===== src/rtl/dhk_pkg.sv =====
// Package for the differential heading keeper: constants, register codes and the root table.
`timescale 1ns / 1ps

package dhk_pkg;

    localparam int ROOT_DEPTH = 256;
    localparam int ROOT_IDX_W = $clog2(ROOT_DEPTH);
    localparam int ROOT_W     = 16;
    localparam int SPEED_MAX  = 255;

    // Denominator of the bin lower edge over three, scaled to the table depth.
    localparam logic [63:0] ROOT_DIV = 64'(6 * ROOT_DEPTH);

    // Heading thresholds in Q2.14 half-turns.
    localparam logic [14:0] NEAR_LIM = 15'd163;
    localparam logic [14:0] FAR_LIM  = 15'd14746;
    localparam logic [14:0] HALF_LIM = 15'd8192;
    localparam logic [14:0] ONE_Q14  = 15'd16384;

    localparam logic [2:0] CFG_OVERRIDE = 3'd0;
    localparam logic [2:0] CFG_TARGET   = 3'd1;
    localparam logic [2:0] CFG_CRUISE   = 3'd2;
    localparam logic [2:0] CFG_MIN      = 3'd3;
    localparam logic [2:0] CFG_TURN     = 3'd4;

    typedef logic [ROOT_DEPTH-1:0][ROOT_W-1:0] t_root_tab;

    // Entry i is the truncated cube root of the lower bin edge over three, in Q1.15.
    // The cube is scaled up by the denominator rather than dividing the edge down,
    // which gives the same largest root.
    function automatic t_root_tab root_table();
        t_root_tab   tab;
        logic [63:0] edge_q;
        logic [63:0] lo;
        logic [63:0] hi;
        logic [63:0] mid;
        for (int i = 0; i < ROOT_DEPTH; i++) begin
            edge_q = 64'(i) << 45;
            lo     = 64'd0;
            hi     = 64'd32768;
            for (int k = 0; k < 17; k++) begin
                if (lo < hi) begin
                    mid = (lo + hi + 64'd1) >> 1;
                    if (mid * mid * mid * ROOT_DIV <= edge_q) begin
                        lo = mid;
                    end else begin
                        hi = mid - 64'd1;
                    end
                end
            end
            tab[i] = lo[ROOT_W-1:0];
        end
        return tab;
    endfunction

    localparam t_root_tab ROOT_TAB = root_table();

endpackage


===== src/rtl/differential_heading_keeper_top.sv =====
// Heading hold for a skid-steered vehicle: error wrap, mode decision and motor commands.
// Data path: a heading taken on a transfer lands in the input register, and its result
// is registered in the result register once the output is not stalled.
// Throughput: one heading per cycle while the output is not stalled; the only loop is
// the stored left/right command pair, read and updated within the single compute stage.
// Reset: synchronous, active low; clears the valid flags of both stages, the stored
// commands and the configuration registers to their defaults.
`timescale 1ns / 1ps

module differential_heading_keeper_top (
    input  logic              i_clk,
    input  logic              i_rst_n,
    input  logic              i_in_valid,
    output logic              o_in_stall,
    input  logic signed [15:0] i_heading,
    output logic              o_out_valid,
    input  logic              i_out_stall,
    output logic signed [8:0] o_left_cmd,
    output logic signed [8:0] o_right_cmd,
    output logic              o_cmd_valid,
    output logic              o_on_target,
    input  logic              i_cfg_valid,
    output logic              o_cfg_ready,
    input  logic [2:0]        i_cfg_index,
    input  logic [15:0]       i_cfg_data
);

    localparam int IW = dhk_pkg::ROOT_IDX_W;
    localparam logic signed [9:0] SMAX = 10'(dhk_pkg::SPEED_MAX);

    logic               r_override;
    logic signed [15:0] r_target;
    logic signed [8:0]  r_cruise;
    logic [7:0]         r_min_speed;
    logic [7:0]         r_turn_speed;

    logic               r_in_valid;
    logic signed [15:0] r_heading;
    logic               r_out_valid;
    logic               r_cmd_valid;
    logic               r_on_target;
    logic signed [8:0]  r_left_speed;
    logic signed [8:0]  r_right_speed;

    logic               advance;
    logic signed [16:0] diff;
    logic [14:0]        m;
    logic signed [15:0] err;
    logic [14:0]        a;
    logic signed [9:0]  cruise_x;
    logic signed [8:0]  spd;
    logic [7:0]         sm;
    logic [7:0]         ts;
    logic signed [8:0]  ts_pos;
    logic signed [8:0]  ts_neg;
    logic [15+IW-1:0]   idx_full;
    logic [IW-1:0]      idx;
    logic [dhk_pkg::ROOT_W-1:0] root;
    logic [16:0]        factor;
    logic [24:0]        prod;
    logic [7:0]         mag_raw;
    logic [7:0]         mn;
    logic [7:0]         mag;
    logic signed [8:0]  slow;
    logic               n_cmd_valid;
    logic               n_on_target;
    logic signed [8:0]  n_left_speed;
    logic signed [8:0]  n_right_speed;

    assign o_cfg_ready = 1'b1;
    assign advance     = r_in_valid && (!r_out_valid || !i_out_stall);
    assign o_in_stall  = r_in_valid && !advance;

    always_ff @(posedge i_clk) begin
        if (!i_rst_n) begin
            r_override   <= 1'b0;
            r_target     <= 16'sd16384;
            r_cruise     <= 9'sd0;
            r_min_speed  <= 8'd0;
            r_turn_speed <= 8'd255;
        end else if (i_cfg_valid) begin
            unique case (i_cfg_index)
                dhk_pkg::CFG_OVERRIDE: r_override   <= i_cfg_data[0];
                dhk_pkg::CFG_TARGET:   r_target     <= i_cfg_data;
                dhk_pkg::CFG_CRUISE:   r_cruise     <= i_cfg_data[8:0];
                dhk_pkg::CFG_MIN:      r_min_speed  <= i_cfg_data[7:0];
                dhk_pkg::CFG_TURN:     r_turn_speed <= i_cfg_data[7:0];
                default: ;
            endcase
        end
    end

    // Error wrapped modulo 2.0 into (-1, 1].
    always_comb begin
        diff = 17'(r_heading) - 17'(r_target);
        m    = diff[14:0];
        err  = {(m > dhk_pkg::ONE_Q14), m};
        a    = err[15] ? 15'(-err) : err[14:0];
    end

    always_comb begin
        cruise_x = 10'(r_cruise);
        priority if (cruise_x > SMAX) begin
            spd = 9'(SMAX);
        end else if (cruise_x < -SMAX) begin
            spd = 9'(-SMAX);
        end else begin
            spd = r_cruise;
        end
        sm     = spd[8] ? 8'(-spd) : spd[7:0];
        ts     = (10'(r_turn_speed) > SMAX) ? 8'(SMAX) : r_turn_speed;
        ts_pos = $signed({1'b0, ts});
        ts_neg = -ts_pos;
        mn     = (10'(r_min_speed) > SMAX) ? 8'(SMAX) : r_min_speed;
    end

    // Slowed side: |speed| * (1 - cbrt(|e|/3)), truncated and floored at the minimum.
    always_comb begin
        idx_full = {a, {IW{1'b0}}} >> 13;
        idx      = (idx_full > (15+IW)'(dhk_pkg::ROOT_DEPTH - 1))
                   ? IW'(dhk_pkg::ROOT_DEPTH - 1) : idx_full[IW-1:0];
        root     = dhk_pkg::ROOT_TAB[idx];
        factor   = 17'd32768 - 17'(root);
        prod     = 25'(sm) * 25'(factor);
        mag_raw  = 8'(prod >> 15);
        mag      = (mag_raw < mn) ? mn : mag_raw;
        slow     = spd[8] ? -$signed({1'b0, mag}) : $signed({1'b0, mag});
    end

    always_comb begin
        n_left_speed  = r_left_speed;
        n_right_speed = r_right_speed;
        n_cmd_valid   = 1'b0;
        n_on_target   = 1'b0;
        priority if (r_override) begin
            n_on_target = 1'b1;
        end else if (spd == 9'sd0) begin
            priority if (a <= dhk_pkg::NEAR_LIM) begin
                n_left_speed  = 9'sd0;
                n_right_speed = 9'sd0;
                n_cmd_valid   = 1'b1;
                n_on_target   = 1'b1;
            end else if (a >= dhk_pkg::FAR_LIM
                         && (r_left_speed != 9'sd0 || r_right_speed != 9'sd0)) begin
                // Likely a wrap glitch while rotating: keep the current commands.
            end else if (err[15]) begin
                n_left_speed  = ts_pos;
                n_right_speed = ts_neg;
                n_cmd_valid   = 1'b1;
            end else begin
                n_left_speed  = ts_neg;
                n_right_speed = ts_pos;
                n_cmd_valid   = 1'b1;
            end
        end else if (a >= dhk_pkg::FAR_LIM && r_left_speed != r_right_speed) begin
            // Already turning hard: hold.
        end else if (a > dhk_pkg::HALF_LIM) begin
            n_cmd_valid = 1'b1;
            if (!err[15]) begin
                n_left_speed  = ts_neg;
                n_right_speed = ts_pos;
            end else begin
                n_left_speed  = ts_pos;
                n_right_speed = ts_neg;
            end
        end else begin
            n_on_target = (a <= dhk_pkg::NEAR_LIM);
            priority if (err[15]) begin
                n_left_speed  = spd;
                n_right_speed = slow;
                n_cmd_valid   = 1'b1;
            end else if (err != 16'sd0) begin
                n_left_speed  = slow;
                n_right_speed = spd;
                n_cmd_valid   = 1'b1;
            end else begin
                n_on_target = 1'b1;
            end
        end
    end

    always_ff @(posedge i_clk) begin
        if (!i_rst_n) begin
            r_in_valid    <= 1'b0;
            r_out_valid   <= 1'b0;
            r_left_speed  <= 9'sd0;
            r_right_speed <= 9'sd0;
        end else begin
            if (!o_in_stall) begin
                r_in_valid <= i_in_valid;
            end
            if (advance) begin
                r_out_valid   <= 1'b1;
                r_left_speed  <= n_left_speed;
                r_right_speed <= n_right_speed;
            end else if (!i_out_stall) begin
                r_out_valid <= 1'b0;
            end
        end
    end

    always_ff @(posedge i_clk) begin
        if (i_in_valid && !o_in_stall) begin
            r_heading <= i_heading;
        end
        if (advance) begin
            r_cmd_valid <= n_cmd_valid;
            r_on_target <= n_on_target;
        end
    end

    assign o_out_valid = r_out_valid;
    assign o_left_cmd  = r_left_speed;
    assign o_right_cmd = r_right_speed;
    assign o_cmd_valid = r_cmd_valid;
    assign o_on_target = r_on_target;

    a_no_stall_when_empty: assert property (@(posedge i_clk) disable iff (!i_rst_n)
        !r_out_valid |-> !o_in_stall)
        else $error("input stalled while the result register is empty");

    a_override_silent: assert property (@(posedge i_clk) disable iff (!i_rst_n)
        advance && r_override |=> o_out_valid && !o_cmd_valid && o_on_target)
        else $error("override produced a command or missed on-target");

    a_speed_range: assert property (@(posedge i_clk) disable iff (!i_rst_n)
        o_out_valid |-> o_left_cmd != 9'sh100 && o_right_cmd != 9'sh100)
        else $error("motor command outside the speed range");

    a_hold_keeps_state: assert property (@(posedge i_clk) disable iff (!i_rst_n)
        advance && !n_cmd_valid |=> $stable(o_left_cmd) && $stable(o_right_cmd))
        else $error("stored commands changed on a transfer without a command");

endmodule


===== config.mk =====
export PLATFORM = sky130hd
export DESIGN_NAME = differential_heading_keeper_top
export DESIGN_NICKNAME = d
export VERILOG_FILES = /design/src/rtl/dhk_pkg.sv /design/src/rtl/differential_heading_keeper_top.sv
export SDC_FILE = /design/constraint.sdc
export NUM_CORES = 1
export LEC_CHECK = 0
export BUFFER_PORTS_ARGS = -buffer_cell sky130_fd_sc_hd__buf_2
export CAP_MARGIN = 10
export CORE_MARGIN = 2
export CORE_UTILIZATION = 30
export CTS_BUF_LIST = sky130_fd_sc_hd__clkbuf_8
export CTS_CLUSTER_SIZE = 16
export DETAILED_ROUTE_END_ITERATION = 10
export GPL_ROUTABILITY_DRIVEN = 1
export MAX_ROUTING_LAYER = met4
export PLACE_DENSITY = 0.43
export SYNTH_ARGS = -nofsm -noshare
export SYNTH_HDL_FRONTEND = slang
export SYNTH_SLANG_ARGS = --single-unit

===== constraint.sdc =====
create_clock -name i_clk -period 18.74 [get_ports i_clk]
set_input_delay 0.937 -clock i_clk [delete_from_list [all_inputs] [get_ports i_clk]]
set_output_delay 0.937 -clock i_clk [all_outputs]
set_load 0.01 [all_outputs]

==> flow_summary.toml <==
[outcome]
outcome = "completed"

[yosys]
syn_area_per_cell_sq_um = 7.23
synth-main-ff-cell = "dfxtp_1"
ys_warn_count = 0
seq_area_frac_synth_pct = 11.6
yosys.area.top_type = "fa_1"
syn_nets = 2278
synthCells = 2070
netlist_top_cells_count = "218 x nand2_1, 215 x nor2_1, 164 x inv_1, 129 x a21oi_1, 124 x o21ai_0"
synth-edff-count = 17
synth.area.top_cells = "fa_1 11%, dfxtp_1 8.2%, ha_1 7.1%"
synth_area_sq_um = 15000
yosysTopAreaCellShare_pct = 11.1
async_flop_share_pct = 0
ys_types = 116
synth_seq_cells = 78
synth.most_common_cell = "nand2_1"

[die]
fp.dieH_um = 227
rows = 81
start_util_pct = 30.5
die_area_sq_um = 51700
io-pin-count = 63
die_width_um = 227
core_sq_um = 49100

[setup_path]
cp_top_family = "simple AND/OR/NAND/NOR gates"
cp-start-kind = "flip-flop"
cp-end-kind = "flip-flop"
crit_slowest_cell = "nor4_1"
arrival_ns = 17.58
slowest_delay_ns = 0.72
crit_required_ns = 19.01
crit_fanout = 33
critPathKind = "reg2reg"
crit_buf_inv = 8

[detailed_routing]
final_antenna_net_count = 0
num_vias = 16000
drt_iter0_drc = 1513
wl_per_cell_um = 23.0
wl_um = 62600
dr.pass1.iters = 6
drc_errors = 0
routed_via_density = 5.88

[power_and_ir_drop]
power-per-cell-area_nw_per_um2 = 94.8
clkPwrFrac_pct = 9.7
seq_power_share_pct = 12.5
ir_worst_vdd_mv = 0.0559
swShare_pct = 59.0
power_frac_comb_pct = 77.8
totalPowerFinal_w = 0.00153
power.switching_w = 0.000903
cell_internal_pwr_w = 0.000628
p_leak_nw = 6.59

[placed_design]
gp_congestion = 0.982
dp_slack_ns = 1.62
dpl_cell_area_sq_um = 15900
dpl.hpwl_um = 46300
portBuffers = 59

[cts]
cts_tree = "yes"
cts_buffers = 9
htree_levels = 3
clk_latency_ns = 0.36
cts_buffer_depth = 2
clock_sinks = 78
clockRootBuffer = "clkbuf_8"
ctsHoldBuffers = 0
path_clk_slew_ns = 0.09
post_cts_buffers = 0
post_cts_resized = 0

[sta]
min_period_over_period_pct = 92.4
drv_slew = 0
worstMarginPinSlew_ns = 1.14
skew_ns = 0.0133
setup_tns_ns = 0
rsz0062_at_grt = "false"
setup_ws_ns = 1.42
fmax_mhz = 57.7
hold_violations = 0
post-route-min-period_ns = 17.32
finalSetupViolations = 0
relSlewSlack_pct = 23.5
fin_hold_ws_ns = 0.467

[grt]
grt_pass1_vias = 15300
grt_max_degree = 63
grt_usage_pct = 24.7
antenna_found_initial = 1
grt_pass1_wl_um = 95600
grt_remaining_overflow = 0

[cells_and_area]
fin_nets = 2258
final_cell_area_sq_um = 16200
syn_to_final_growth_pct = 7.95
layout-drive-gt1-share_pct = 10.8

[min_path]
hp-class = "reg2reg"

[flow_run]
maxCapViolations = 0
==> power by group through the flow <==
stage          registers, W  clock network, W  logic [W]
2_1_floorplan      0.000193                 0   0.000767
3_3_place_gp       0.000195                 0    0.00116
3_5_place_dp       0.000195                 0    0.00115
4_1_cts            0.000192          0.000152    0.00116
5_1_grt            0.000193          0.000161    0.00127
6_report           0.000192          0.000149    0.00119
==> metal layers <==
metal,vias up,global-route usage [%],routed length (um)
met1,7600,32.9,27700
met3,174,3.34,4650
li1,7441,-,-
met4,0,11.6,3260
met5,-,-,0
met2,769,37.1,27000
==> path summary, 6_finish.rpt <==
check / start / endpoint / slack [ns] / cells past startpoint
max reg2reg: r_heading[0]$_DFFE_PP_ / o_left_cmd[5]$_SDFFE_PN0P_ / 1.42 / 60
min: r_target[9]$_SDFFE_PN0P_ / r_target[9]$_SDFFE_PN0P_ / 0.47 / 2
max: r_heading[0]$_DFFE_PP_ / o_left_cmd[5]$_SDFFE_PN0P_ / 1.42 / 60
min reg2reg: r_target[9]$_SDFFE_PN0P_ / r_target[9]$_SDFFE_PN0P_ / 0.47 / 2
==> stage by stage <==
step,std cells,utilization [%]
global route,2720,32.9
detailed placement,2702,32.4
floorplan,2070,-
global placement,2702,32.4
finish,2720,32.9
CTS,2718,32.9
==> worst min-delay path: stages, from the launching register on <==
cell,delay [ns]
dfxtp_1,0.31
nand2_1,0.05
a21boi_0,0.06
==> cell families (layout without fill, tap and decap cells) <==
family,count (synthesis),after routing,share of synthesized area (%)
adders and majority gates,168,168,18.2
other,1,2,0.0250
xor gates and xnor gates,73,73,4.37
DFF,78,78,11.6
muxes,23,23,1.71
AOI/OAI and AO/OA,652,652,30.8
buffers and inverters,311,296,8.63
and+or+nand+nor,764,764,24.7
==> state kept, by name, indices dropped and copies added, names as in the netlist, 8 cells and up <==
signal / count
mn: 8
o_left_cmd: 9
o_right_cmd: 9
r_cruise: 9
r_heading: 15
r_target: 15
r_turn_speed: 8
==> layout by cell type (no fill, tap or decap), types with 42 or more instances in the layout <==
| cell | instances |
|---|---|
| o21ai_0 | 124 |
| fa_1 | 83 |
| nand2_1 | 218 |
| nor2_1 | 213 |
| inv_1 | 167 |
| dfxtp_1 | 61 |
| buf_4 | 55 |
| xnor2_1 | 42 |
| ha_1 | 85 |
| buf_2 | 59 |
| nor3_1 | 56 |
| nand3_1 | 51 |
| a21oi_1 | 129 |
==> cell type report <==
type                            instances  area [sq um]
Timing Repair Buffer                  115           722
Clock inverter                          7           106
Antenna cell                            1          2.50
Tap cell                              664           831
Multi-Input combinational cell       1681         12000
Inverter                              165           622
Sequential cell                        78          1730
Clock buffer                            9           124
Fill cell                            5389         32900
Power figures use the tool's default switching activity.
